==> src/fcds_pkg.sv <==
`default_nettype none
package fcds_pkg;

  localparam int ChannelCount = 4;
  localparam int FifoBurstWords = 4;

  typedef enum logic [2:0] {
    CMD_SRC   = 3'd0,
    CMD_DST   = 3'd1,
    CMD_CNT   = 3'd2,
    CMD_CTL   = 3'd3,
    CMD_TRIG  = 3'd4,
    CMD_ADV   = 3'd5,
    CMD_RSV6  = 3'd6,
    CMD_RSV7  = 3'd7
  } cmd_t;

  localparam logic [2:0] TRIG_IMM   = 3'd0;
  localparam logic [2:0] TRIG_SPEC  = 3'd3;
  localparam logic [2:0] TRIG_FIFOA = 3'd4;
  localparam logic [2:0] TRIG_FIFOB = 3'd5;

  localparam logic [1:0] MODE_IDLE  = 2'd0;
  localparam logic [1:0] MODE_MEM   = 2'd1;
  localparam logic [1:0] MODE_FIFOA = 2'd2;
  localparam logic [1:0] MODE_FIFOB = 2'd3;

  localparam logic [1:0] STEP_INC    = 2'd0;
  localparam logic [1:0] STEP_DEC    = 2'd1;
  localparam logic [1:0] STEP_FIXED  = 2'd2;
  localparam logic [1:0] STEP_RELOAD = 2'd3;

  localparam logic [15:0] CTL_MASK   = 16'hF7E0;
  localparam logic [15:0] DRQ_BIT    = 16'h0800;
  localparam logic [31:0] FIFO_A_ADDR = 32'h040000A0;
  localparam logic [31:0] FIFO_B_ADDR = 32'h040000A4;
  localparam logic [31:0] ADDR27_MASK = 32'h07FFFFFF;
  localparam logic [31:0] ADDR28_MASK = 32'h0FFFFFFF;

  typedef struct packed {
    logic [2:0]  command;
    logic [1:0]  channel;
    logic [31:0] write_data;
    logic [2:0]  trigger_kind;
  } in_item_t;

  typedef struct packed {
    logic        transfer_valid;
    logic [1:0]  out_channel;
    logic [27:0] read_address;
    logic [31:0] write_address;
    logic        word_unit;
    logic        last_unit;
    logic        irq_request;
    logic        unsupported;
    logic [1:0]  fifo_target;
    logic        imm_waiting;
  } out_item_t;

  function automatic logic [31:0] step_addr(logic [31:0] a, logic [1:0] ctl, logic [2:0] size);
    case (ctl)
      STEP_DEC:   return a - {29'd0, size};
      STEP_FIXED: return a;
      default:    return a + {29'd0, size};
    endcase
  endfunction

  function automatic logic [16:0] full_count(logic [15:0] cnt, logic is3);
    logic [16:0] n;
    n = is3 ? {1'b0, cnt} : {3'b0, cnt[13:0]};
    if (n == 17'd0) n = is3 ? 17'h10000 : 17'h04000;
    return n;
  endfunction

endpackage
`default_nettype wire

==> src/fcds_core.sv <==
`default_nettype none
module fcds_core
  import fcds_pkg::*;
(
  input  wire logic      clk,
  input  wire logic      rst,
  input  wire logic      go,
  input  wire in_item_t  item,
  output out_item_t      res,
  output logic           res_en
);

  logic [31:0] source_start [4];
  logic [31:0] dest_start [4];
  logic [15:0] count_start [4];
  logic [15:0] control_word [4];
  logic [31:0] source_now [4];
  logic [31:0] dest_now [4];
  logic [16:0] units_left [4];
  logic [1:0]  armed_mode [4];
  logic [1:0]  burst_position [4];
  logic        immediate_flag;

  logic [31:0] source_start_next [4];
  logic [31:0] dest_start_next [4];
  logic [15:0] count_start_next [4];
  logic [15:0] control_word_next [4];
  logic [31:0] source_now_next [4];
  logic [31:0] dest_now_next [4];
  logic [16:0] units_left_next [4];
  logic [1:0]  armed_mode_next [4];
  logic [1:0]  burst_position_next [4];
  logic        immediate_flag_next;

  always_comb begin
    logic [1:0]  c;
    logic        found, stop, was_en, was_imm, en, word, rep, imm_any;
    logic [2:0]  size;
    logic [31:0] addr, smask, dmask;
    logic [1:0]  sctl;
    logic [3:0]  sreg;
    logic [16:0] rem;
    logic [2:0]  bp;
    logic        dis;
    for (int i = 0; i < 4; i++) begin
      source_start_next[i] = source_start[i];
      dest_start_next[i] = dest_start[i];
      count_start_next[i] = count_start[i];
      control_word_next[i] = control_word[i];
      source_now_next[i] = source_now[i];
      dest_now_next[i] = dest_now[i];
      units_left_next[i] = units_left[i];
      armed_mode_next[i] = armed_mode[i];
      burst_position_next[i] = burst_position[i];
    end
    immediate_flag_next = immediate_flag;
    res = '0;
    res_en = 1'b0;
    c = item.channel;
    found = 1'b0; stop = 1'b0; dis = 1'b0;
    was_en = 1'b0; was_imm = 1'b0; en = 1'b0; word = 1'b0; rep = 1'b0;
    size = 3'd0; addr = '0; smask = '0; dmask = '0; sctl = '0; sreg = '0;
    rem = '0; bp = '0; imm_any = 1'b0;
    if (go) begin
      case (cmd_t'(item.command))
        CMD_SRC: source_start_next[c] = item.write_data;
        CMD_DST: dest_start_next[c] = item.write_data;
        CMD_CNT: count_start_next[c] = item.write_data[15:0];
        CMD_CTL: begin
          res_en = 1'b1;
          was_en = control_word[c][15];
          was_imm = was_en && control_word[c][13:12] == 2'd0;
          control_word_next[c] = item.write_data[15:0] &
            (CTL_MASK | ((c == 2'd3) ? DRQ_BIT : 16'h0000));
          en = control_word_next[c][15];
          if (!was_en && en) begin
            source_now_next[c] = source_start[c];
            dest_now_next[c] = dest_start[c];
            units_left_next[c] = full_count(count_start[c], c == 2'd3);
          end
          if (!en) begin
            units_left_next[c] = '0;
            armed_mode_next[c] = MODE_IDLE;
            burst_position_next[c] = '0;
          end
          if (en && control_word_next[c][13:12] == 2'd0) immediate_flag_next = 1'b1;
          else if (was_imm) begin
            for (int i = 0; i < 4; i++)
              if (control_word_next[i][15] && control_word_next[i][13:12] == 2'd0)
                imm_any = 1'b1;
            immediate_flag_next = imm_any;
          end
        end
        CMD_TRIG: begin
          res_en = 1'b1;
          if (item.trigger_kind <= TRIG_SPEC) begin
            for (int i = 0; i < 4; i++)
              if (!stop && control_word[i][15] &&
                  {1'b0, control_word[i][13:12]} == item.trigger_kind &&
                  armed_mode[i] == MODE_IDLE) begin
                if (control_word[i][8:7] == STEP_RELOAD) begin
                  stop = 1'b1;
                  if (item.trigger_kind == TRIG_IMM) immediate_flag_next = 1'b1;
                end else armed_mode_next[i] = MODE_MEM;
              end
            res.unsupported = stop;
          end else if (item.trigger_kind == TRIG_FIFOA || item.trigger_kind == TRIG_FIFOB) begin
            addr = (item.trigger_kind == TRIG_FIFOB) ? FIFO_B_ADDR : FIFO_A_ADDR;
            for (int i = 1; i <= 2; i++)
              if (!stop && control_word[i][15] && control_word[i][13:12] == 2'd3 &&
                  dest_start[i] == addr && armed_mode[i] == MODE_IDLE) begin
                if (!control_word[i][10] || control_word[i][8:7] == STEP_RELOAD ||
                    control_word[i][6:5] != STEP_FIXED)
                  stop = 1'b1;
                else begin
                  armed_mode_next[i] = (item.trigger_kind == TRIG_FIFOB) ? MODE_FIFOB
                                                                         : MODE_FIFOA;
                  burst_position_next[i] = '0;
                end
              end
            res.unsupported = stop;
          end else res.unsupported = 1'b1;
        end
        CMD_ADV: begin
          res_en = 1'b1;
          for (int i = 3; i >= 0; i--)
            if (armed_mode[i] != MODE_IDLE) begin
              found = 1'b1;
              c = 2'(i);
            end
          if (found) begin
            smask = (c == 2'd0) ? ADDR27_MASK : ADDR28_MASK;
            word = control_word[c][10];
            rep = control_word[c][9];
            res.transfer_valid = 1'b1;
            res.out_channel = c;
            if (armed_mode[c] == MODE_MEM) begin
              size = word ? 3'd4 : 3'd2;
              dmask = (c == 2'd3) ? ADDR28_MASK : ADDR27_MASK;
              sreg = source_now[c][27:24];
              sctl = (c != 2'd0 && sreg >= 4'd8 && sreg <= 4'hD) ? STEP_INC
                                                                  : control_word[c][8:7];
              addr = (source_now[c] & smask) & ~{29'd0, size - 3'd1};
              res.read_address = addr[27:0];
              res.write_address = (dest_now[c] & dmask) & ~{29'd0, size - 3'd1};
              res.word_unit = word;
              source_now_next[c] = step_addr(source_now[c], sctl, size);
              dest_now_next[c] = step_addr(dest_now[c], control_word[c][6:5], size);
              units_left_next[c] = (units_left[c] > 17'd1) ? units_left[c] - 17'd1 : '0;
              if (units_left[c] <= 17'd1) begin
                res.last_unit = 1'b1;
                res.irq_request = control_word[c][14];
                if (rep && control_word[c][13:12] != 2'd0) begin
                  units_left_next[c] = full_count(count_start[c], c == 2'd3);
                  if (control_word[c][6:5] == STEP_RELOAD) dest_now_next[c] = dest_start[c];
                  armed_mode_next[c] = MODE_IDLE;
                end else dis = 1'b1;
              end
            end else begin
              addr = (source_now[c] & smask) & ~32'd3;
              res.read_address = addr[27:0];
              res.write_address = (armed_mode[c] == MODE_FIFOB) ? FIFO_B_ADDR : FIFO_A_ADDR;
              res.word_unit = 1'b1;
              res.fifo_target = (armed_mode[c] == MODE_FIFOB) ? 2'd2 : 2'd1;
              source_now_next[c] = step_addr(source_now[c], control_word[c][8:7], 3'd4);
              bp = {1'b0, burst_position[c]} + 3'd1;
              burst_position_next[c] = bp[1:0];
              if (bp >= 3'(FifoBurstWords)) begin
                rem = (units_left[c] >= 17'(FifoBurstWords))
                      ? units_left[c] - 17'(FifoBurstWords) : '0;
                res.last_unit = 1'b1;
                dest_now_next[c] = dest_start[c];
                armed_mode_next[c] = MODE_IDLE;
                burst_position_next[c] = '0;
                if (rem != '0) units_left_next[c] = rem;
                else begin
                  res.irq_request = control_word[c][14];
                  if (rep) units_left_next[c] = full_count(count_start[c], c == 2'd3);
                  else dis = 1'b1;
                end
              end
            end
            if (dis) begin
              control_word_next[c][15] = 1'b0;
              units_left_next[c] = '0;
              armed_mode_next[c] = MODE_IDLE;
              burst_position_next[c] = '0;
              for (int i = 0; i < 4; i++)
                if (control_word_next[i][15] && control_word_next[i][13:12] == 2'd0)
                  imm_any = 1'b1;
              immediate_flag_next = imm_any;
            end
          end
        end
        default: ;
      endcase
    end
    res.imm_waiting = immediate_flag_next;
  end

  always_ff @(posedge clk) begin
    if (rst) begin
      for (int i = 0; i < 4; i++) begin
        source_start[i] <= '0;
        dest_start[i] <= '0;
        count_start[i] <= '0;
        control_word[i] <= '0;
        source_now[i] <= '0;
        dest_now[i] <= '0;
        units_left[i] <= '0;
        armed_mode[i] <= MODE_IDLE;
        burst_position[i] <= '0;
      end
      immediate_flag <= 1'b0;
    end else begin
      for (int i = 0; i < 4; i++) begin
        source_start[i] <= source_start_next[i];
        dest_start[i] <= dest_start_next[i];
        count_start[i] <= count_start_next[i];
        control_word[i] <= control_word_next[i];
        source_now[i] <= source_now_next[i];
        dest_now[i] <= dest_now_next[i];
        units_left[i] <= units_left_next[i];
        armed_mode[i] <= armed_mode_next[i];
        burst_position[i] <= burst_position_next[i];
      end
      immediate_flag <= immediate_flag_next;
    end
  end

`ifndef SYNTHESIS
  // a disarmed channel never keeps a burst count
  a_burst_idle: assert property (@(posedge clk) disable iff (rst)
    armed_mode[1] == MODE_IDLE |-> burst_position[1] == 2'd0)
    else $error("burst position without armed fifo");
  a_ch0_no_fifo: assert property (@(posedge clk) disable iff (rst)
    armed_mode[0] == MODE_IDLE || armed_mode[0] == MODE_MEM)
    else $error("channel 0 in fifo mode");
  a_disarmed_off: assert property (@(posedge clk) disable iff (rst)
    !control_word[2][15] |-> armed_mode[2] == MODE_IDLE)
    else $error("disabled channel armed");
`endif

endmodule
`default_nettype wire

==> src/four_channel_dma_sequencer.sv <==
`default_nettype none
// channel  direction  handshake          payload
// in       input      in_valid/in_ready   in_item  (in_item_t)
// out      output     out_valid/out_ready out_item (out_item_t)
// one item per cycle unless out stalls; items go through the channel state update logic
// a result lands in the output register the cycle after its item is accepted
// reset is synchronous, active high, and clears all channel state
// out stalls hold the output register; in_ready stays high while it is empty or being taken
module four_channel_dma_sequencer
  import fcds_pkg::*;
(
  input  wire logic      clk,
  input  wire logic      rst,
  input  wire logic      in_valid,
  output logic           in_ready,
  input  wire in_item_t  in_item,
  output logic           out_valid,
  input  wire logic      out_ready,
  output out_item_t      out_item
);

  logic      go;
  logic      res_en;
  out_item_t res;

  assign in_ready = !out_valid || out_ready;
  assign go = in_valid && in_ready;

  fcds_core u_core (
    .clk    (clk),
    .rst    (rst),
    .go     (go),
    .item   (in_item),
    .res    (res),
    .res_en (res_en)
  );

  always_ff @(posedge clk) begin
    if (rst) begin
      out_valid <= 1'b0;
    end else if (in_ready) begin
      out_valid <= res_en;
    end
  end

  always_ff @(posedge clk) begin
    if (in_ready && res_en) begin
      out_item <= res;
    end
  end

`ifndef SYNTHESIS
  a_hold: assert property (@(posedge clk) disable iff (rst)
    out_valid && !out_ready |=> out_valid && $stable(out_item))
    else $error("output item lost under stall");
  a_ready: assert property (@(posedge clk) disable iff (rst)
    !out_valid |-> in_ready)
    else $error("input blocked with empty output");
  a_xfer: assert property (@(posedge clk) disable iff (rst)
    out_valid && out_item.fifo_target != 2'd0 |-> out_item.word_unit)
    else $error("fifo unit not word sized");
`endif

endmodule
`default_nettype wire

==> config.mk <==
export PLATFORM = sky130hd
export DESIGN_NAME = four_channel_dma_sequencer
export DESIGN_NICKNAME = d
export VERILOG_FILES = /design/src/fcds_pkg.sv /design/src/fcds_core.sv /design/src/four_channel_dma_sequencer.sv
export SDC_FILE = /design/constraint.sdc
export NUM_CORES = 2
export LEC_CHECK = 0
export ABC_AREA = 1
export ABC_CLOCK_PERIOD_IN_PS = 6300
export BUFFER_PORTS_ARGS = -buffer_cell sky130_fd_sc_hd__buf_2
export CELL_PAD_IN_SITES_DETAIL_PLACEMENT = 2
export CELL_PAD_IN_SITES_GLOBAL_PLACEMENT = 2
export CORE_AREA = 2 2 397 360
export CTS_CLUSTER_SIZE = 10
export DETAILED_ROUTE_END_ITERATION = 10
export DIE_AREA = 0 0 399 362
export HOLD_SLACK_MARGIN = 0.12
export MAX_ROUTING_LAYER = met4
export PLACE_DENSITY = 0.75
export SETUP_SLACK_MARGIN = 0.5
export SLEW_MARGIN = 20
export SYNTH_ARGS = -nofsm -noshare
export SYNTH_HDL_FRONTEND = slang
export SYNTH_SLANG_ARGS = --single-unit
==> constraint.sdc <==
create_clock -name clk -period 6.3 [get_ports clk]
set_clock_uncertainty 0.1 [all_clocks]
set_input_delay 0.945 -clock clk [delete_from_list [all_inputs] [get_ports clk]]
set_output_delay 0.945 -clock clk [all_outputs]
set_load 0.1 [all_outputs]
; ---- Yosys cells after proc, flatten, opt, wreduce, memory -nomap -nowiden
; Memory sizes are Yosys's and may differ from the RTL's.
; Cells that the tools add are included.
[totals]
ramBits = 724
n_memories = 9
register_bits = 72
output_inout_bits = 72
word_cells = 510
input_bits = 44
[mem_list]
columns = name, depth, word_bits, rd, rd_ports_with_merged_regs, write_ports, line
row1 = u_core.dest_now, 4, 32, 5, 0, 4, fcds_core.sv:18  ; logic [31:0] dest_now [4];
row2 = u_core.dest_start, 4, 32, 6, 0, 4, fcds_core.sv:14  ; logic [31:0] dest_start [4];
row3 = u_core.source_now, 4, 32, 5, 0, 4, fcds_core.sv:17  ; logic [31:0] source_now [4];
row4 = u_core.source_start, 4, 32, 5, 0, 4, fcds_core.sv:13  ; logic [31:0] source_start [4];
row5 = u_core.units_left, 4, 17, 5, 0, 4, fcds_core.sv:19  ; logic [16:0] units_left [4];
row6 = u_core.control_word, 4, 16, 6, 0, 4, fcds_core.sv:16  ; logic [15:0] control_word [4];
row7 = +3 memories, --, --, --, --, --, --
[op_classes]
add_sub_neg = 10
eq_ne = 32
n_bitwise = 61
reduce_logical = 82
order_cmp = 11
muxes = 292
[op_table]
columns = cell, n
row1 = $mux 128, 16
row2 = $bwmux 128, 9
row3 = $mux 68, 16
row4 = $mux 32, 30
row5 = $pmux 128 s2, 2
row6 = $mux 17, 28
row7 = $bwmux 68, 5
row8 = $mux 64, 5
row9 = $mux 16, 14
row10 = $pmux 32 s2, 3
row11 = $mux 8, 20
row12 = $and 68x68->68, 2
row13 = $not 68->68, 2
row14 = $pmux 68 s2, 1
row15 = $bwmux 64, 2
row16 = $demux 32 s2, 2
row17 = $pmux 64 s2, 1
row18 = $mux 2, 38
row19 = $mux 1, 75
row20 = $demux 17 s2, 2
row21 = $mux 66, 1
row22 = $add 32x3->32, 2
row23 = $and 32x32->32, 2
row24 = $and 64x64->64, 1
row25 = 58 further kinds, 209

; ---- Logic depth before layout (Yosys ltp)
; An unclocked memory read counts as a cell.
[logic_depth]
ltp_word = 33
depth_mapped = 36
depth_no_buf = 33

; ---- Hierarchy
; From an unflattened synthesis, not the netlist that was laid out.
[hier_totals]
cells_unflattened = 6834
hier_area_um2 = 45089.5
[modules_own_cells]
columns = module, cells_per_inst, instances, area_each_um2, seq_area_each_um2
row1 = fcds_core, 6757, 1, 42932.4, 12632.1
row2 = four_channel_dma_sequencer, 77, 1, 2157.1, 2122.0

; ---- Worst setup path after synthesis
; No wires, ideal clock.
[synth_path]
kind = in2reg
from = input port in_item[35] in the netlist's numbering
to = memory u_core.source_now[1][24]
path_slack_ns = -0.536
t_required_ns = 6.130
stages = 31
path_buffers = 4
t_arrival_ns = 6.666
cell_sequence = inv_1 > nand2_1 > nand2_2 > nand2_4 > buf_6 > buf_4 > nand2_2 > buf_4 > buf_4 > o22ai_1 > nor3_1 > nor2_1 > inv_1 > nor2_1 > ha_1 > a21oi_1 > o21ai_0 > a21oi_1 > o21ai_0 > a21boi_0 > inv_1 > nand2_1 > nand2_1 > a21oi_1 > o21ai_0 > inv_1 > o21bai_1 > xnor2_1 > o21ai_0 > nand3_1 > a21oi_1
[synth_lines]
columns = item, line
row1 = from (decl), four_channel_dma_sequencer.sv:16  ; input wire in_item_t in_item,
row2 = to (decl), fcds_core.sv:17

==> impl_metrics.tcl <==
set metrics [dict create \
    cts.hold.buffers_added 0 \
    synth_commonest_cells "nand2_1, o21ai_0, a21oi_1" \
    worstMarginPinSlew_ns 1.23 \
    critPathKind "flip-flop to flip-flop" \
    firstDrtPassIters 7 \
    tritoncts "built" \
    top_layer "met4" \
    rsz0062_at_grt "true" \
    grt_max_degree 195 \
    met1_length_microns 115000 \
    slew_viol_final 0 \
    dr_wl_met3_microns 24100 \
    hpwlAfterDp_microns 178000 \
    yosysSeqAreaShare_pct 32.7 \
    cp-start-kind "flip-flop" \
    finish.instance_area_sq_um 50700 \
    rr_startpoint "u_core.armed_mode[0][0]" \
    hold_class "flip-flop to flip-flop" \
    cp.required_ns 6.77 \
    finalWeightedCongestion 0.957 \
    grt_pass1_wl_microns 384000 \
    hold_viol_final 0 \
    drv_cap 0 \
    setup_violations 0 \
    grt_pass1_vias 55900 \
    whs_ns 0.357 \
    cp_max_fo 62 \
    via_per_inst 6.31 \
    postCtsSetupRepairBufs 0 \
    status "finished clean" \
    wl_per_cell_microns 30.5 \
    clk_latency_ns 0.74 \
    arrival_ns 6.03 \
    postPlaceCellArea_sq_um 47700 \
    wl_microns 264000 \
    synth.area.top_cells "dfxtp_1, o21ai_0, nand2_1" \
    ys_ff_latch 696 \
    whs_endpoint "u_core.dest_start[2][28]" \
    syn_to_final_growth_pct 13.7 \
    synth_top_area_share_pct 28.4 \
    endpoint_kind "flip-flop" \
    p_leak_nw 19.4 \
    drive_gt1_share_pct 9.72 \
    h-tree-depth 3 \
    dieHeight_microns 362 \
    rr_worst_depth 27 \
    netlist-cell-type-count 74 \
    p_total_mw 16.1 \
    nets 6828 \
    synth_top_area_cell "dfxtp_1" \
    drt_first_iter_violations 5834 \
    core.rowCount 131 \
    max_freq_mhz 180 \
    hp-start "u_core.dest_start[2][28]" \
    clk_pin_slew_ns 0.06 \
    synth_edf_count 64 \
    reg2reg_slack_ns 0.74 \
    io_pins 116 \
    route.met2.wl_microns 115000 \
    core_sq_um 141000 \
    grt_usage_pct 36.3 \
    synthFlopType "dfxtp_1" \
    slew_headroom_pct 17.2 \
    cts.path.max_buffers 3 \
    syn_inst 6736 \
    cts_root_buffer "clkbuf_16" \
    yosys_warnings 0 \
    start_util_pct 31.7 \
    async_flop_share_pct 0 \
    portBuffers 109 \
    fin_crit_ns 5.56 \
    dieArea_sq_um 144000 \
    vias 54500 \
    netlist_area_sq_um 44600 \
    crit_top_cell "nand2_1" \
    whs_path_depth 2 \
    reg2reg_to "u_core.control_word[3][15]" \
    cp_slowest_cell "buf_12" \
    yosys.cell_count.top_type "nand2_1" \
    antenna_left 0 \
    syn-mean-instance-area_sq_um 6.62 \
    route.detailed.drc 0 \
    fp.dieW_microns 399 \
    clock-sinks 696 \
    period_share_pct 88.3 \
    numCtsBuffers 89 \
    ir_worst_vdd_v 0.000212 \
    grt_overflow 0 \
    grt_antenna_before_repair 26 \
    max_stage_delay_ns 0.44 \
    powerDensity_nw_per_um2 318 \
]
[worst max path at each step]
stage / start / endpoint / slack, ns / cells after the start
final: u_core.armed_mode[0][0] / u_core.control_word[3][15] / 0.74 / 27
after global routing: u_core.armed_mode[0][0] / u_core.source_now[3][25] / 0.46 / 31
after CTS: u_core.armed_mode[3][0] / u_core.source_now[2][24] / 0.53 / 28
after detailed placement: in_item[35] / u_core.source_now[2][26] / -0.11 / 27
after global placement: in_item[35] / u_core.source_now[2][26] / 0.11 / 27
after floorplan: out_ready / out_item[0] / 0.60 / 7
[kinds of logic after synthesis]
family	synth area share [%]
compound gates	32.0
xor+xnor	1.20
fa+ha+maj	2.43
buf+inv	10.1
flops	32.7
other cells	0.00841
simple gates	21.6
[timing repair]
action,in CTS,in global routing
resized for setup,2,24
pin swaps,0,1
endpoints found under the setup margin,3,56
[worst max-delay path: cells and delay by family (launching register included)]
family	cells	cell delay, ns
AND/OR/NAND/NOR	22	4.16
buffers and inverters	4	0.70
flip-flops	1	0.31
AO/OA/AOI/OAI	1	0.06
[layout make-up]
cell class,count,area (sq um)
timing repair buffer,364,2780
clock inverter,21,305
multi-input combinational,4937,25800
clock buffer,133,2550
sequential,696,14600
fill,17000,89900
antenna,16,40.0
inverter,610,2330
tap,1862,2330
[placed cells by master (no fill, tap or decap), types with 61 or more instances in the layout]
| cell type | count |
|---|---|
| nand2_1 | 1087 |
| o21ai_0 | 860 |
| a21oi_1 | 741 |
| nor2_1 | 672 |
| dfxtp_1 | 632 |
| inv_1 | 560 |
| nand3_1 | 324 |
| a31oi_1 | 238 |
| buf_4 | 227 |
| o22ai_1 | 113 |
| buf_2 | 108 |
| a221oi_1 | 94 |
| clkbuf_16 | 91 |
| ha_1 | 85 |
| nor3_1 | 77 |
| o211ai_1 | 72 |
| edfxtp_1 | 64 |
| a211oi_1 | 61 |
[flip-flops by register name, summed over array words and instances, names as in the netlist, named ones only]
| name | flops |
|---|---|
| u_core.burst_position | 8 |
| u_core.armed_mode | 8 |
| out_item | 64 |
| u_core.control_word | 40 |
| u_core.count_start | 64 |
| u_core.source_now | 108 |
| u_core.source_start | 108 |
| u_core.dest_start | 118 |
| out_valid | 1 |
| u_core.dest_now | 108 |
| u_core.immediate_flag | 1 |
[power breakdown]
group	switching (mW)	leakage (nW)	internal, mW
Clock	2.27	1.39	3.04
Combinational	4.75	12.3	1.42
Sequential	0.0799	5.69	4.57
[layer usage]
layer  GRT usage [%]  vias up
met5               -        -
met4            12.4        0
met3            7.02      564
met2            54.5     2531
met1            48.6    28000
li1                -    23400
[stage by stage]
stage | util [%] | TNS (ns) | worst slack (ns) | cells
finish | 36.1 | 0 | 0.737 | 8639
global route | 36.1 | 0 | 0.463 | 8637
CTS | 36.0 | 0 | 0.528 | 8622
detailed placement | 33.9 | -1.04 | -0.105 | 8468
global placement | 33.9 | 0 | 0.111 | 8468
floorplan | - | 0 | 0.603 | 6741
(Power assumes the default switching activity.)
